### src/hdl/tla_pkg.sv
// Shared types, constants and codes of the texture layer allocator.
`timescale 1ns / 1ps
package tla_pkg;

  localparam int TEXTURES_DEF = 256;
  localparam int LAYERS_DEF = 64;
  localparam int ALIGN_BYTES_DEF = 512;

  localparam logic [15:0] NULL_TEX_ID = 16'd1000;
  localparam logic [23:0] OFF_MAX = 24'hFFFFFF;
  localparam logic [16:0] PAL_DIRECT = 17'h1FFFF;

  localparam int CFG_IDX_W = 2;
  localparam int CFG_DATA_W = 24;
  localparam logic [CFG_IDX_W-1:0] CFG_PAL_ROW = 2'd0;
  localparam logic [CFG_IDX_W-1:0] CFG_CAPACITY = 2'd1;
  localparam logic [CFG_IDX_W-1:0] CFG_MAX_JOBS = 2'd2;
  localparam logic [CFG_IDX_W-1:0] CFG_MAX_ENTRIES = 2'd3;

  localparam logic [9:0] PAL_ROW_RST = 10'd0;
  localparam logic [23:0] CAPACITY_RST = 24'd4194304;
  localparam logic [7:0] MAX_JOBS_RST = 8'd64;
  localparam logic [15:0] MAX_ENTRIES_RST = 16'd16384;

  localparam logic [1:0] OP_BIND = 2'd0;
  localparam logic [1:0] OP_UNLOCK = 2'd1;
  localparam logic [1:0] OP_FRAME = 2'd2;

  localparam logic [2:0] ST_BOUND = 3'd0;
  localparam logic [2:0] ST_REPEAT = 3'd1;
  localparam logic [2:0] ST_BAD_HANDLE = 3'd2;
  localparam logic [2:0] ST_NO_SURFACE = 3'd3;
  localparam logic [2:0] ST_FULL = 3'd4;
  localparam logic [2:0] ST_DONE = 3'd5;

  typedef enum logic [2:0] {
    S_IDLE,
    S_READ,
    S_EXEC,
    S_ALIGN,
    S_DONE
  } state_t;

endpackage

### src/hdl/tla_in_if.sv
// Request channel of the texture layer allocator.
`timescale 1ns / 1ps
interface tla_in_if;
  logic        valid;
  logic        ready;
  logic [1:0]  op;
  logic [15:0] texture_id;
  logic [15:0] palette_id;
  logic        has_surface;
  logic        is_indexed;
  logic [10:0] tex_width;
  logic [10:0] tex_height;

  modport source (
    output valid, op, texture_id, palette_id, has_surface, is_indexed, tex_width,
           tex_height,
    input  ready
  );
  modport sink (
    input  valid, op, texture_id, palette_id, has_surface, is_indexed, tex_width,
           tex_height,
    output ready
  );
endinterface

### src/hdl/tla_out_if.sv
// Result channel of the texture layer allocator.
`timescale 1ns / 1ps
interface tla_out_if;
  logic               valid;
  logic               ready;
  logic [2:0]         status;
  logic [5:0]         layer;
  logic signed [16:0] palette_row;
  logic               upload_issued;
  logic [23:0]        upload_offset;
  logic               upload_dropped;

  modport source (
    output valid, status, layer, palette_row, upload_issued, upload_offset,
           upload_dropped,
    input  ready
  );
  modport sink (
    input  valid, status, layer, palette_row, upload_issued, upload_offset,
           upload_dropped,
    output ready
  );
endinterface

### src/hdl/texture_layer_allocator_unit.sv
// Texture layer allocator: free layer stack, per-texture layer map, staging space.
// Usage:
//   in_req carries bind (op 0), unlock (op 1) and frame start (op 2) requests;
//   every request gives exactly one result on out_res. Both channels move a
//   request when valid and ready are high at a rising clock edge.
//   cfg_we/cfg_index/cfg_wdata write the four limit registers; write them only
//   while no request is in flight.
// Timing:
//   One request at a time; its result appears as ready rises again. A bind past
//   the handle and surface checks and an unlock of a texture in range step
//   through S_READ (RAM read), S_EXEC (decision) and S_DONE (result load); other
//   requests skip S_EXEC. A bind that issues an upload adds S_ALIGN (a mask for a
//   power-of-two ALIGN_BYTES, otherwise a reciprocal multiply and a scale).
// Reset:
//   Synchronous, active low. All layers are free, no texture holds a layer,
//   counters are zero and the limit registers take their defaults. There is no
//   clearing pass; the block is ready as soon as reset is released.
// Back-pressure:
//   The result waits in the output register while out_res.ready is low; the
//   next request is still accepted and processed and holds in its last step.
`timescale 1ns / 1ps
module texture_layer_allocator_unit #(
  parameter int TEXTURES = tla_pkg::TEXTURES_DEF,
  parameter int LAYERS = tla_pkg::LAYERS_DEF,
  parameter int ALIGN_BYTES = tla_pkg::ALIGN_BYTES_DEF
) (
  input  logic                            clk,
  input  logic                            rst_n,
  tla_in_if.sink                          in_req,
  tla_out_if.source                       out_res,
  input  logic                            cfg_we,
  input  logic [tla_pkg::CFG_IDX_W-1:0]   cfg_index,
  input  logic [tla_pkg::CFG_DATA_W-1:0]  cfg_wdata
);
  import tla_pkg::*;

  localparam int IW = (TEXTURES > 1) ? $clog2(TEXTURES) : 1;
  localparam int LW = (LAYERS > 1) ? $clog2(LAYERS) : 1;
  localparam int FCW = $clog2(LAYERS + 1);

  // configuration
  logic [9:0]  pal_row_cfg_r;
  logic [23:0] capacity_r;
  logic [7:0]  max_jobs_r;
  logic [15:0] max_entries_r;

  // request
  logic [1:0]  op_r;
  logic [15:0] tid_r;
  logic [15:0] pid_r;
  logic        surf_r;
  logic        indexed_r;
  logic [10:0] w_r;
  logic [10:0] h_r;
  logic [23:0] size_r;

  // allocator state
  state_t      state_r, state_nxt;
  logic [31:0] last_handle_r, last_handle_nxt;
  logic [15:0] ent_cnt_r, ent_cnt_nxt;
  logic [5:0]  last_layer_r, last_layer_nxt;
  logic [16:0] last_pal_r, last_pal_nxt;
  logic [FCW-1:0] fc_r, fc_nxt;
  logic [23:0] stage_off_r, stage_off_nxt;
  logic [7:0]  job_cnt_r, job_cnt_nxt;
  logic [TEXTURES-1:0] map_vld_r;
  logic [LAYERS-1:0]   stk_wr_r;

  // pending result and output register
  logic [2:0]  res_status_r, res_status_nxt;
  logic [5:0]  res_layer_r, res_layer_nxt;
  logic [16:0] res_pal_r, res_pal_nxt;
  logic        res_iss_r, res_iss_nxt;
  logic [23:0] res_off_r, res_off_nxt;
  logic        res_drop_r, res_drop_nxt;
  logic        out_valid_r, out_valid_nxt;
  logic        out_load;
  logic [2:0]  out_status_r;
  logic [5:0]  out_layer_r;
  logic [16:0] out_pal_r;
  logic        out_iss_r;
  logic [23:0] out_off_r;
  logic        out_drop_r;

  // datapath
  logic [15:0]    tid_use;
  logic [15:0]    idx_full;
  logic [IW-1:0]  idx;
  logic           bad_tid;
  logic [FCW-1:0] fc_dec;
  logic [LW-1:0]  pop_addr;
  logic [LW-1:0]  pop_layer;
  logic [LW-1:0]  map_rdata;
  logic [LW-1:0]  stk_rdata;
  logic [LW-1:0]  layer_v;
  logic [16:0]    pal_v;
  logic [24:0]    sum_v;
  logic           space_ok;
  logic           map_we;
  logic           map_set;
  logic           map_clr;
  logic           stk_we;
  logic           align_start;
  logic           align_done;
  logic [23:0]    align_result;

  always_comb begin
    tid_use = (op_r == OP_BIND && tid_r == 16'd0) ? NULL_TEX_ID : tid_r;
    bad_tid = (tid_use == 16'd0) || (tid_use > 16'(TEXTURES));
    idx_full = tid_use - 16'd1;
    idx = idx_full[IW-1:0];
    fc_dec = fc_r - 1'b1;
    pop_addr = fc_dec[LW-1:0];
    pop_layer = stk_wr_r[pop_addr] ? stk_rdata : pop_addr;
    sum_v = {1'b0, stage_off_r} + {1'b0, size_r};
    space_ok = (job_cnt_r < max_jobs_r) && (sum_v <= {1'b0, capacity_r});
    if (!indexed_r) begin
      pal_v = PAL_DIRECT;
    end else if (pid_r != 16'd0) begin
      pal_v = {1'b0, pid_r - 16'd1};
    end else begin
      pal_v = 17'(pal_row_cfg_r);
    end
  end

  tla_ram #(.WIDTH(LW), .DEPTH(TEXTURES)) u_map_ram (
    .clk   (clk),
    .we    (map_we),
    .waddr (idx),
    .wdata (pop_layer),
    .raddr (idx),
    .rdata (map_rdata)
  );

  tla_ram #(.WIDTH(LW), .DEPTH(LAYERS)) u_stack_ram (
    .clk   (clk),
    .we    (stk_we),
    .waddr (fc_r[LW-1:0]),
    .wdata (map_rdata),
    .raddr (pop_addr),
    .rdata (stk_rdata)
  );

  tla_align #(.ALIGN_BYTES(ALIGN_BYTES)) u_align (
    .clk    (clk),
    .rst_n  (rst_n),
    .start  (align_start),
    .sum    (sum_v[23:0]),
    .done   (align_done),
    .result (align_result)
  );

  always_comb begin
    state_nxt = state_r;
    last_handle_nxt = last_handle_r;
    ent_cnt_nxt = ent_cnt_r;
    last_layer_nxt = last_layer_r;
    last_pal_nxt = last_pal_r;
    fc_nxt = fc_r;
    stage_off_nxt = stage_off_r;
    job_cnt_nxt = job_cnt_r;
    res_status_nxt = res_status_r;
    res_layer_nxt = res_layer_r;
    res_pal_nxt = res_pal_r;
    res_iss_nxt = res_iss_r;
    res_off_nxt = res_off_r;
    res_drop_nxt = res_drop_r;
    map_we = 1'b0;
    map_set = 1'b0;
    map_clr = 1'b0;
    stk_we = 1'b0;
    align_start = 1'b0;
    out_load = 1'b0;
    layer_v = '0;
    in_req.ready = (state_r == S_IDLE);
    out_valid_nxt = out_valid_r && !out_res.ready;

    unique case (state_r)
      S_IDLE: begin
        if (in_req.valid) begin
          state_nxt = S_READ;
        end
      end
      S_READ: begin
        res_status_nxt = ST_DONE;
        res_layer_nxt = '0;
        res_pal_nxt = '0;
        res_iss_nxt = 1'b0;
        res_off_nxt = '0;
        res_drop_nxt = 1'b0;
        state_nxt = S_DONE;
        unique case (op_r)
          OP_BIND: begin
            if ({pid_r, tid_use} == last_handle_r && ent_cnt_r != 16'd0) begin
              res_layer_nxt = last_layer_r;
              res_pal_nxt = last_pal_r;
              if (ent_cnt_r < max_entries_r) begin
                ent_cnt_nxt = ent_cnt_r + 16'd1;
                res_status_nxt = ST_REPEAT;
              end else begin
                res_status_nxt = ST_FULL;
              end
            end else begin
              last_handle_nxt = {pid_r, tid_use};
              if (bad_tid) begin
                res_status_nxt = ST_BAD_HANDLE;
              end else if (!surf_r) begin
                res_status_nxt = ST_NO_SURFACE;
              end else begin
                state_nxt = S_EXEC;
              end
            end
          end
          OP_UNLOCK: begin
            if (!bad_tid) begin
              state_nxt = S_EXEC;
            end
          end
          OP_FRAME: begin
            stage_off_nxt = '0;
            job_cnt_nxt = '0;
            ent_cnt_nxt = '0;
          end
          default: begin
          end
        endcase
      end
      S_EXEC: begin
        state_nxt = S_DONE;
        if (op_r == OP_UNLOCK) begin
          if (map_vld_r[idx]) begin
            if (fc_r < FCW'(LAYERS)) begin
              stk_we = 1'b1;
              fc_nxt = fc_r + 1'b1;
            end
            map_clr = 1'b1;
          end
        end else begin
          if (map_vld_r[idx]) begin
            layer_v = map_rdata;
          end else if (fc_r != '0) begin
            if (space_ok) begin
              layer_v = pop_layer;
              fc_nxt = fc_dec;
              job_cnt_nxt = job_cnt_r + 8'd1;
              map_we = 1'b1;
              map_set = 1'b1;
              align_start = 1'b1;
              res_iss_nxt = 1'b1;
              res_off_nxt = stage_off_r;
              state_nxt = S_ALIGN;
            end else begin
              res_drop_nxt = 1'b1;
            end
          end
          res_layer_nxt = 6'(layer_v);
          res_pal_nxt = pal_v;
          if (ent_cnt_r >= max_entries_r) begin
            res_status_nxt = ST_FULL;
          end else begin
            ent_cnt_nxt = ent_cnt_r + 16'd1;
            last_layer_nxt = 6'(layer_v);
            last_pal_nxt = pal_v;
            res_status_nxt = ST_BOUND;
          end
        end
      end
      S_ALIGN: begin
        if (align_done) begin
          stage_off_nxt = align_result;
          state_nxt = S_DONE;
        end
      end
      S_DONE: begin
        if (!out_valid_r || out_res.ready) begin
          out_load = 1'b1;
          out_valid_nxt = 1'b1;
          state_nxt = S_IDLE;
        end
      end
      default: state_nxt = S_IDLE;
    endcase
  end

  always_ff @(posedge clk) begin
    if (!rst_n) begin
      state_r <= S_IDLE;
      last_handle_r <= '0;
      ent_cnt_r <= '0;
      last_layer_r <= '0;
      last_pal_r <= '0;
      fc_r <= FCW'(LAYERS);
      stage_off_r <= '0;
      job_cnt_r <= '0;
      map_vld_r <= '0;
      stk_wr_r <= '0;
      out_valid_r <= 1'b0;
    end else begin
      state_r <= state_nxt;
      last_handle_r <= last_handle_nxt;
      ent_cnt_r <= ent_cnt_nxt;
      last_layer_r <= last_layer_nxt;
      last_pal_r <= last_pal_nxt;
      fc_r <= fc_nxt;
      stage_off_r <= stage_off_nxt;
      job_cnt_r <= job_cnt_nxt;
      out_valid_r <= out_valid_nxt;
      if (map_set) begin
        map_vld_r[idx] <= 1'b1;
      end
      if (map_clr) begin
        map_vld_r[idx] <= 1'b0;
      end
      if (stk_we) begin
        stk_wr_r[fc_r[LW-1:0]] <= 1'b1;
      end
    end
  end

  always_ff @(posedge clk) begin
    if (!rst_n) begin
      pal_row_cfg_r <= PAL_ROW_RST;
      capacity_r <= CAPACITY_RST;
      max_jobs_r <= MAX_JOBS_RST;
      max_entries_r <= MAX_ENTRIES_RST;
    end else if (cfg_we) begin
      unique case (cfg_index)
        CFG_PAL_ROW:     pal_row_cfg_r <= cfg_wdata[9:0];
        CFG_CAPACITY:    capacity_r <= cfg_wdata[23:0];
        CFG_MAX_JOBS:    max_jobs_r <= cfg_wdata[7:0];
        CFG_MAX_ENTRIES: max_entries_r <= cfg_wdata[15:0];
        default: begin
        end
      endcase
    end
  end

  always_ff @(posedge clk) begin
    if (in_req.valid && in_req.ready) begin
      op_r <= in_req.op;
      tid_r <= in_req.texture_id;
      pid_r <= in_req.palette_id;
      surf_r <= in_req.has_surface;
      indexed_r <= in_req.is_indexed;
      w_r <= in_req.tex_width;
      h_r <= in_req.tex_height;
    end
    if (state_r == S_READ) begin
      size_r <= {22'(w_r) * 22'(h_r), 2'b00};
    end
    res_status_r <= res_status_nxt;
    res_layer_r <= res_layer_nxt;
    res_pal_r <= res_pal_nxt;
    res_iss_r <= res_iss_nxt;
    res_off_r <= res_off_nxt;
    res_drop_r <= res_drop_nxt;
    if (out_load) begin
      out_status_r <= res_status_r;
      out_layer_r <= res_layer_r;
      out_pal_r <= res_pal_r;
      out_iss_r <= res_iss_r;
      out_off_r <= res_off_r;
      out_drop_r <= res_drop_r;
    end
  end

  assign out_res.valid = out_valid_r;
  assign out_res.status = out_status_r;
  assign out_res.layer = out_layer_r;
  assign out_res.palette_row = out_pal_r;
  assign out_res.upload_issued = out_iss_r;
  assign out_res.upload_offset = out_off_r;
  assign out_res.upload_dropped = out_drop_r;

endmodule

### src/hdl/tla_ram.sv
// Generic single-write, single-read RAM with registered read data.
`timescale 1ns / 1ps
module tla_ram #(
  parameter int WIDTH = 8,
  parameter int DEPTH = 64,
  parameter int AW = (DEPTH > 1) ? $clog2(DEPTH) : 1
) (
  input  logic             clk,
  input  logic             we,
  input  logic [AW-1:0]    waddr,
  input  logic [WIDTH-1:0] wdata,
  input  logic [AW-1:0]    raddr,
  output logic [WIDTH-1:0] rdata
);

  logic [WIDTH-1:0] mem_r [DEPTH];
  logic [WIDTH-1:0] rdata_r;

  always_ff @(posedge clk) begin
    if (we) begin
      mem_r[waddr] <= wdata;
    end
    rdata_r <= mem_r[raddr];
  end

  assign rdata = rdata_r;

endmodule

### src/hdl/tla_align.sv
// Round-up of a staging offset to the alignment by masking or reciprocal multiply, saturating.
`timescale 1ns / 1ps
module tla_align #(
  parameter int ALIGN_BYTES = tla_pkg::ALIGN_BYTES_DEF
) (
  input  logic        clk,
  input  logic        rst_n,
  input  logic        start,
  input  logic [23:0] sum,
  output logic        done,
  output logic [23:0] result
);
  import tla_pkg::*;

  localparam int VW = 25;
  localparam int MW = 27;
  localparam int PW = VW + MW;
  localparam int AL = (ALIGN_BYTES > 1) ? $clog2(ALIGN_BYTES) : 0;
  localparam int SH = VW + AL;
  localparam bit POW2 = ((ALIGN_BYTES & (ALIGN_BYTES - 1)) == 0);
  localparam logic [VW-1:0] MASK = VW'(ALIGN_BYTES - 1);
  localparam longint unsigned RECIP_L =
    ((64'd1 << SH) + 64'(ALIGN_BYTES) - 64'd1) / 64'(ALIGN_BYTES);
  localparam logic [MW-1:0] RECIP = MW'(RECIP_L);
  localparam logic [VW-1:0] ALIGN_V = VW'(ALIGN_BYTES);

  logic [VW-1:0] val_r;
  logic [VW-1:0] quo_r;
  logic          fin1_r;
  logic          fin2_r;
  logic [PW-1:0] prod;
  logic [PW-1:0] prod_sh;
  logic [VW-1:0] rounded;

  // floor(val / ALIGN_BYTES) is exact for any 25-bit val with this reciprocal
  always_comb begin
    prod = PW'(val_r) * PW'(RECIP);
    prod_sh = prod >> SH;
    rounded = POW2 ? (val_r & ~MASK) : (quo_r * ALIGN_V);
  end

  always_ff @(posedge clk) begin
    if (!rst_n) begin
      fin1_r <= 1'b0;
      fin2_r <= 1'b0;
    end else begin
      fin1_r <= start;
      fin2_r <= fin1_r;
    end
  end

  always_ff @(posedge clk) begin
    if (start) begin
      val_r <= {1'b0, sum} + MASK;
    end
    if (fin1_r) begin
      quo_r <= prod_sh[VW-1:0];
    end
  end

  assign done = POW2 ? fin1_r : fin2_r;
  assign result = rounded[VW-1] ? OFF_MAX : rounded[23:0];

endmodule

### src/flat_wrapper.sv
// flat-port wrapper written by rule: the top's interface ports become plain ports
module texture_layer_allocator_unit_flat import tla_pkg::*;
#(
  parameter int TEXTURES = tla_pkg::TEXTURES_DEF,
  parameter int LAYERS = tla_pkg::LAYERS_DEF,
  parameter int ALIGN_BYTES = tla_pkg::ALIGN_BYTES_DEF
)
  (clk, rst_n, cfg_we, cfg_index, cfg_wdata, in_req_valid, in_req_op, in_req_texture_id, in_req_palette_id, in_req_has_surface, in_req_is_indexed, in_req_tex_width, in_req_tex_height, in_req_ready, out_res_valid, out_res_status, out_res_layer, out_res_palette_row, out_res_upload_issued, out_res_upload_offset, out_res_upload_dropped, out_res_ready);
  tla_in_if in_req_i ();
  tla_out_if out_res_i ();
  input  logic clk;
  input  logic rst_n;
  input  logic cfg_we;
  input  logic [tla_pkg::CFG_IDX_W-1:0] cfg_index;
  input  logic [tla_pkg::CFG_DATA_W-1:0] cfg_wdata;
  input wire logic [$bits(in_req_i.valid)-1:0] in_req_valid;
  input wire logic [$bits(in_req_i.op)-1:0] in_req_op;
  input wire logic [$bits(in_req_i.texture_id)-1:0] in_req_texture_id;
  input wire logic [$bits(in_req_i.palette_id)-1:0] in_req_palette_id;
  input wire logic [$bits(in_req_i.has_surface)-1:0] in_req_has_surface;
  input wire logic [$bits(in_req_i.is_indexed)-1:0] in_req_is_indexed;
  input wire logic [$bits(in_req_i.tex_width)-1:0] in_req_tex_width;
  input wire logic [$bits(in_req_i.tex_height)-1:0] in_req_tex_height;
  output wire logic [$bits(in_req_i.ready)-1:0] in_req_ready;
  output wire logic [$bits(out_res_i.valid)-1:0] out_res_valid;
  output wire logic [$bits(out_res_i.status)-1:0] out_res_status;
  output wire logic [$bits(out_res_i.layer)-1:0] out_res_layer;
  output wire logic [$bits(out_res_i.palette_row)-1:0] out_res_palette_row;
  output wire logic [$bits(out_res_i.upload_issued)-1:0] out_res_upload_issued;
  output wire logic [$bits(out_res_i.upload_offset)-1:0] out_res_upload_offset;
  output wire logic [$bits(out_res_i.upload_dropped)-1:0] out_res_upload_dropped;
  input wire logic [$bits(out_res_i.ready)-1:0] out_res_ready;
  assign in_req_i.valid = in_req_valid;
  assign in_req_i.op = in_req_op;
  assign in_req_i.texture_id = in_req_texture_id;
  assign in_req_i.palette_id = in_req_palette_id;
  assign in_req_i.has_surface = in_req_has_surface;
  assign in_req_i.is_indexed = in_req_is_indexed;
  assign in_req_i.tex_width = in_req_tex_width;
  assign in_req_i.tex_height = in_req_tex_height;
  assign in_req_ready = in_req_i.ready;
  assign out_res_valid = out_res_i.valid;
  assign out_res_status = out_res_i.status;
  assign out_res_layer = out_res_i.layer;
  assign out_res_palette_row = out_res_i.palette_row;
  assign out_res_upload_issued = out_res_i.upload_issued;
  assign out_res_upload_offset = out_res_i.upload_offset;
  assign out_res_upload_dropped = out_res_i.upload_dropped;
  assign out_res_i.ready = out_res_ready;
  texture_layer_allocator_unit #(.TEXTURES(TEXTURES), .LAYERS(LAYERS), .ALIGN_BYTES(ALIGN_BYTES)) u_core (.clk(clk), .rst_n(rst_n), .in_req(in_req_i), .out_res(out_res_i), .cfg_we(cfg_we), .cfg_index(cfg_index), .cfg_wdata(cfg_wdata));
endmodule
### config.mk
export PLATFORM = sky130hd
export DESIGN_NAME = texture_layer_allocator_unit_flat
export DESIGN_NICKNAME = d
export VERILOG_FILES = /design/src/hdl/tla_pkg.sv /design/src/hdl/tla_in_if.sv /design/src/hdl/tla_out_if.sv /design/src/hdl/texture_layer_allocator_unit.sv /design/src/hdl/tla_ram.sv /design/src/hdl/tla_align.sv /design/src/flat_wrapper.sv
export SDC_FILE = /design/constraint.sdc
export NUM_CORES = 2
export LEC_CHECK = 0
export BUFFER_PORTS_ARGS = -buffer_cell sky130_fd_sc_hd__buf_4
export CAP_MARGIN = 20
export CELL_PAD_IN_SITES_DETAIL_PLACEMENT = 2
export CELL_PAD_IN_SITES_GLOBAL_PLACEMENT = 2
export CORE_MARGIN = 1
export CORE_UTILIZATION = 51
export DETAILED_ROUTE_END_ITERATION = 12
export PLACE_DENSITY = 0.86
export SYNTH_ARGS = -nofsm -noshare
export SYNTH_HDL_FRONTEND = slang
export SYNTH_SLANG_ARGS = --single-unit
export TNS_END_PERCENT = 20
### constraint.sdc
create_clock -name clk -period 27.4 [get_ports clk]
set_clock_uncertainty 0.2 [all_clocks]
set_input_delay 4.11 -clock clk [delete_from_list [all_inputs] [get_ports clk]]
set_output_delay 4.11 -clock clk [all_outputs]
set_load 0.01 [all_outputs]
==> impl_summary.log, run 1 <==
[metrics] proportion of netlist area held by the largest area contributor: 57.0%
[metrics] Die Span Y: 468 µm
[metrics] top post-synthesis cells by count: sky130_fd_sc_hd__edfxtp_1 (2104), sky130_fd_sc_hd__mux4_2 (638), sky130_fd_sc_hd__nand2_1 (577), sky130_fd_sc_hd__dfxtp_1 (497), sky130_fd_sc_hd__nor2_1 (436)
[metrics] die width: 468 µm
[metrics] run-stopping error: [ERROR DPL-0033] detailed placement checks failed during check placement.
[metrics] nets in the synthesized netlist: 7298
[metrics] count of input and output buffers: 142
[metrics] run status: stopped before the end
[metrics] library cell with the largest summed area after synthesis: sky130_fd_sc_hd__edfxtp_1
[metrics] average instance area after synthesis: 15.9 µm²
[metrics] post-synthesis async set-or-reset flop share: 0%
[metrics] predominant post-synthesis flop cell: sky130_fd_sc_hd__edfxtp_1
[metrics] IO Count: 143
[metrics] Row Count: 170
[metrics] failing step: 3_5_place_dp
[metrics] Mapped Area: 0.111 mm²
[metrics] final RePlAce weighted congestion: 0.844
[metrics] Warnings, synthesis: 0
[metrics] final HPWL from detailed placement: 299000 µm
[metrics] Post-Synthesis Cells: 6987
[metrics] sequential fraction of the synthesis area: 66.0%
[metrics] Initial Utilization: 51.4%
[metrics] leading cell type by number of instances after synthesis: sky130_fd_sc_hd__edfxtp_1
[metrics] cell types occupying the most area after synthesis: sky130_fd_sc_hd__edfxtp_1 (57%), sky130_fd_sc_hd__mux4_2 (13%), sky130_fd_sc_hd__dfxtp_1 (9.0%)
[metrics] number of distinct library cell variants in the gate-level netlist after synthesis: 85
[metrics] number of enable-type register cells in the synthesized netlist: 2104
[metrics] flop and latch count out of synthesis: 2601
==> cells by family after synthesis <==
logic type	Yosys count	synth area share, %
fa+ha+maj	222	3.06
simple gates	1807	7.67
flops	2601	66.0
mux	689	13.4
xor+xnor	99	0.790
compound gates	823	6.10
buf+inv	746	2.91
==> per-stage QoR <==
stage | cells | hold slack (ns) | setup WS (ns)
3_3_place_gp | 9530 | 0.205 | 19.18
2_1_floorplan | 6987 | 0.200 | 14.78
==> run 2, diff against run 1 <==
Settings changed: CELL_PAD_IN_SITES_DETAIL_PLACEMENT 2 to default, CELL_PAD_IN_SITES_GLOBAL_PLACEMENT 2 to default, CORE_UTILIZATION 51 to 40, PLACE_DENSITY 0.86 to default, PLACE_DENSITY_LB_ADDON from default to 0.15.
==> impl_summary.log, run 2 <==
[metrics] final count of negative-setup-slack endpoints: 0
[metrics] Initial Utilization: 40.3%
[metrics] required time worst endpoint: 27.71 ns
[metrics] number of buffers inserted by hold repair at cts: 0
[metrics] number of enable-type register cells in the synthesized netlist: 2104
[metrics] met3 GRT Util: 3.07%
[metrics] total congestion overflow: 0
[metrics] Global Route met2 Usage: 34.1%
[metrics] Warnings, synthesis: 0
[metrics] cell type group with the largest total delay on the critical path: buffers and inverters
[metrics] CP startpoint: u_core.fc_r[0]
[metrics] global routing's busiest layer: met2
[metrics] die width: 528 µm
[metrics] final HPWL from detailed placement: 184000 µm
[metrics] number of gates given a new drive strength after cts: 0
[metrics] wire length of the first global-routing pass: 447000 µm
[metrics] Die Span Y: 528 µm
[metrics] worst slew pin tran: 1.20 ns
[metrics] global-route usage over all layers: 21.6%
[metrics] average instance area after synthesis: 15.9 µm²
[metrics] count of maximum capacitance violations: 0
[metrics] nets in the synthesized netlist: 7298
[metrics] sequential fraction of the synthesis area: 66.0%
[metrics] slowest stage cell on the critical path: sky130_fd_sc_hd__ha_4
[metrics] Final period util: 31.3%
[metrics] type of the setup path with the least slack: reg2reg
[metrics] final sum of negative setup slack: 0 ns
[metrics] reg2reg setup slack: 18.82 ns
[metrics] setup repair after global routing missed its margin: no
[metrics] count of unresolved DRC violations after routing: 0
[metrics] register with the most flip-flops: u_core.u_map_ram.mem_r
[metrics] library cell with the largest summed area after synthesis: sky130_fd_sc_hd__edfxtp_1
[metrics] total setup buffers inserted after CTS: 0
[metrics] cell types occupying the most area after synthesis: sky130_fd_sc_hd__edfxtp_1 (57%), sky130_fd_sc_hd__mux4_2 (13%), sky130_fd_sc_hd__dfxtp_1 (9.0%)
[metrics] pwr/cell area: 73.9 mW/mm²
[metrics] routed length per instance: 27.8 µm
[metrics] area of the core: 0.275 mm²
[metrics] top post-synthesis cells by count: sky130_fd_sc_hd__edfxtp_1 (2104), sky130_fd_sc_hd__mux4_2 (638), sky130_fd_sc_hd__nand2_1 (577), sky130_fd_sc_hd__dfxtp_1 (497), sky130_fd_sc_hd__nor2_1 (436)
[metrics] worst-case clock buffer depth: 4
[metrics] highest cell delay on the worst timing path: 0.96 ns
[metrics] CP endpoint kind: flip-flop
[metrics] final slew viol count: 0
[metrics] final-stage net count: 7321
[metrics] total length of routed wires: 304000 µm
[metrics] remaining antenna violation count: 0
[metrics] TritonCTS clock tree: built
[metrics] number of hold violations in the final report: 0
[metrics] run status: finished clean
[metrics] Area growth syn-to-layout: 12.7%
[metrics] number of distinct library cell variants in the gate-level netlist after synthesis: 85
[metrics] number of antenna violations at the first check in global routing: 7
[metrics] global routing met1 resource utilization: 31.2%
[metrics] die area: 0.279 mm²
[metrics] minimum period implied by the final worst setup slack: 8.58 ns
[metrics] largest registers: u_core.u_map_ram.mem_r: 1536 flops, u_core.u_stack_ram.mem_r: 384 flops, u_core.map_vld_r: 256 flops
[metrics] DR vias/cell: 5.82
[metrics] worst reg2reg path endpoint: u_core.u_map_ram.mem_r[191][1]
[metrics] Vias: 63500
[metrics] maximum ir drop on the vdd rail: 81.3 µV
[metrics] CP dominant cell by count: sky130_fd_sc_hd__buf_4
[metrics] leading cell types in the layout, fill and taps excluded: sky130_fd_sc_hd__edfxtp_1 (2104), sky130_fd_sc_hd__mux4_2 (638), sky130_fd_sc_hd__nand2_1 (575)
[metrics] most common library cell in the layout ignoring fill and taps: sky130_fd_sc_hd__edfxtp_1
[metrics] signal arrival time at the worst endpoint: 8.89 ns
[metrics] reg-to-reg critical path startpoint: u_core.fc_r[0]
[metrics] Row Count: 192
[metrics] path depth of the worst reg2reg path: 12
[metrics] leakage power of the design: 40.1 nW
[metrics] series of cell instances along the critical path: inv_1, ha_4, buf_4, mux4_2, mux4_2, nor2b_1, a211oi_1, a21oi_2, mux2i_4, buf_4, buf_4, buf_4
[metrics] Post-Synthesis Cells: 6987
[metrics] Buf/Inv on CP: 5
[metrics] Worst Path Max Fanout: 67
[metrics] Root Buffer: sky130_fd_sc_hd__clkbuf_16
[metrics] number of sinks driven by the clock tree: 2601
[metrics] end of the critical path: u_core.u_map_ram.mem_r[191][1]
[metrics] clock latency on the worst-skew pair: 0.86 ns
[metrics] final design instance area without fill: 0.125 mm²
[metrics] cell area after placement: 0.115 mm²
[metrics] tightest hold margin: 0.214 ns
[metrics] number of buffers inserted during clock tree synthesis: 291
[metrics] startpoint types: flip-flop
[metrics] predominant post-synthesis flop cell: sky130_fd_sc_hd__edfxtp_1
[metrics] final RePlAce weighted congestion: 0.822
[metrics] IO Count: 143
[metrics] first-pass iteration count of the detailed router: 8
[metrics] Fmax: 117 MHz
[metrics] headroom to the max-slew limit: 19.9%
[metrics] Hold Crit Class: reg2reg
[metrics] maximum level of the CTS H-tree: 5
[metrics] share of cells above drive strength 1: 21.9%
[metrics] Mapped Area: 0.111 mm²
[metrics] proportion of netlist area held by the largest area contributor: 57.0%
[metrics] PnR Total Power: 9.23 mW
[metrics] critical path depth: 12
[metrics] Largest register FFs: 1536
[metrics] via count of the first global-routing pass: 63300
[metrics] CTS clock-pin slew for the worst setup and hold paths: 0.06 ns
[metrics] leading cell type by number of instances after synthesis: sky130_fd_sc_hd__edfxtp_1
[metrics] Iter 0 DRT Violations: 6397
[metrics] core occupancy in the finished layout: 45.4%
[metrics] flop and latch count out of synthesis: 2601
[metrics] Fill cells: 23700
[metrics] post-synthesis async set-or-reset flop share: 0%
[metrics] largest net degree at the start of global routing: 149
[metrics] count of input and output buffers: 142
[run 2: cell counts after synthesis]
No cell type changed its count.
[run 2: power breakdown]
| group | internal (mW) | switching [mW] | leakage (nW) |
|---|---|---|---|
| Clock | 2.27 | 1.58 | 4.54 |
| Sequential | 4.32 | 0.0237 | 22.7 |
| Combinational | 0.389 | 0.641 | 12.9 |
| Total | 6.98 | 2.25 | 40.1 |
[run 2: metal layers]
metal,up-vias,share of wire (%)
met5,-,0
met4,0,2.4
met3,430,6.1
met2,2242,47
met1,33500,44
li1,27300,-
[run 2: cell families (layout without fill, tap and decap cells)]
| group | count (synthesis) | in the layout | synth area share (%) |
|---|---|---|---|
| flip-flops | 2601 | 2601 | 66.0 |
| AO/OA/AOI/OAI | 823 | 823 | 6.10 |
| XOR/XNOR | 99 | 99 | 0.790 |
| AND/OR/NAND/NOR | 1807 | 1807 | 7.67 |
| multiplexers | 689 | 689 | 13.4 |
| buffers and inverters | 746 | 990 | 2.91 |
| adder cells (fa/ha/maj) | 222 | 222 | 3.06 |
| other | 0 | 3 | 0 |
[run 2: layout make-up]
cell class	instances	area, µm²	share of cell area [%]
antenna	3	7.51	0.00602
clock buffer	361	7780	6.24
clock inverter	153	1530	1.23
inverter	190	716	0.574
multi-input combinational	3640	34700	27.8
sequential	2601	73100	58.6
tap	3686	4610	3.70
timing repair buffer	286	2320	1.86
[run 2: worst min path at each step]
stage / startpoint / depth (start not counted) / to
floorplan: u_core.res_layer_r[0] / 0 / u_core.out_res.layer[0]
global placement: u_core.res_pal_r[13] / 0 / u_core.out_res.palette_row[13]
detailed placement: u_core.res_off_r[8] / 0 / u_core.out_res.upload_offset[8]
CTS: u_core.res_off_r[16] / 0 / u_core.out_res.upload_offset[16]
global route: u_core.res_pal_r[0] / 0 / u_core.out_res.palette_row[0]
finish: u_core.res_off_r[16] / 0 / u_core.out_res.upload_offset[16]
[run 2: through the flow]
| step | setup WS [ns] | cells |
|---|---|---|
| after global routing | 18.21 | 10900 |
| after detailed placement | 18.70 | 10400 |
| after floorplan | 14.78 | 6987 |
| after CTS | 18.64 | 10900 |
| after global placement | 18.70 | 10400 |
| final | 18.82 | 10900 |
[run 2: worst register-to-register path: stages, from the launching register on]
cell                       delay (ns)
sky130_fd_sc_hd__dfxtp_4         0.89
sky130_fd_sc_hd__inv_1           0.34
sky130_fd_sc_hd__ha_4            0.96
sky130_fd_sc_hd__buf_4           0.87
sky130_fd_sc_hd__mux4_2          0.62
sky130_fd_sc_hd__mux4_2          0.45
sky130_fd_sc_hd__nor2b_1         0.15
sky130_fd_sc_hd__a211oi_1        0.52
sky130_fd_sc_hd__a21oi_2         0.25
sky130_fd_sc_hd__mux2i_4         0.54
sky130_fd_sc_hd__buf_4           0.76
sky130_fd_sc_hd__buf_4           0.84
sky130_fd_sc_hd__buf_4           0.80
(Power assumes the default switching activity.)
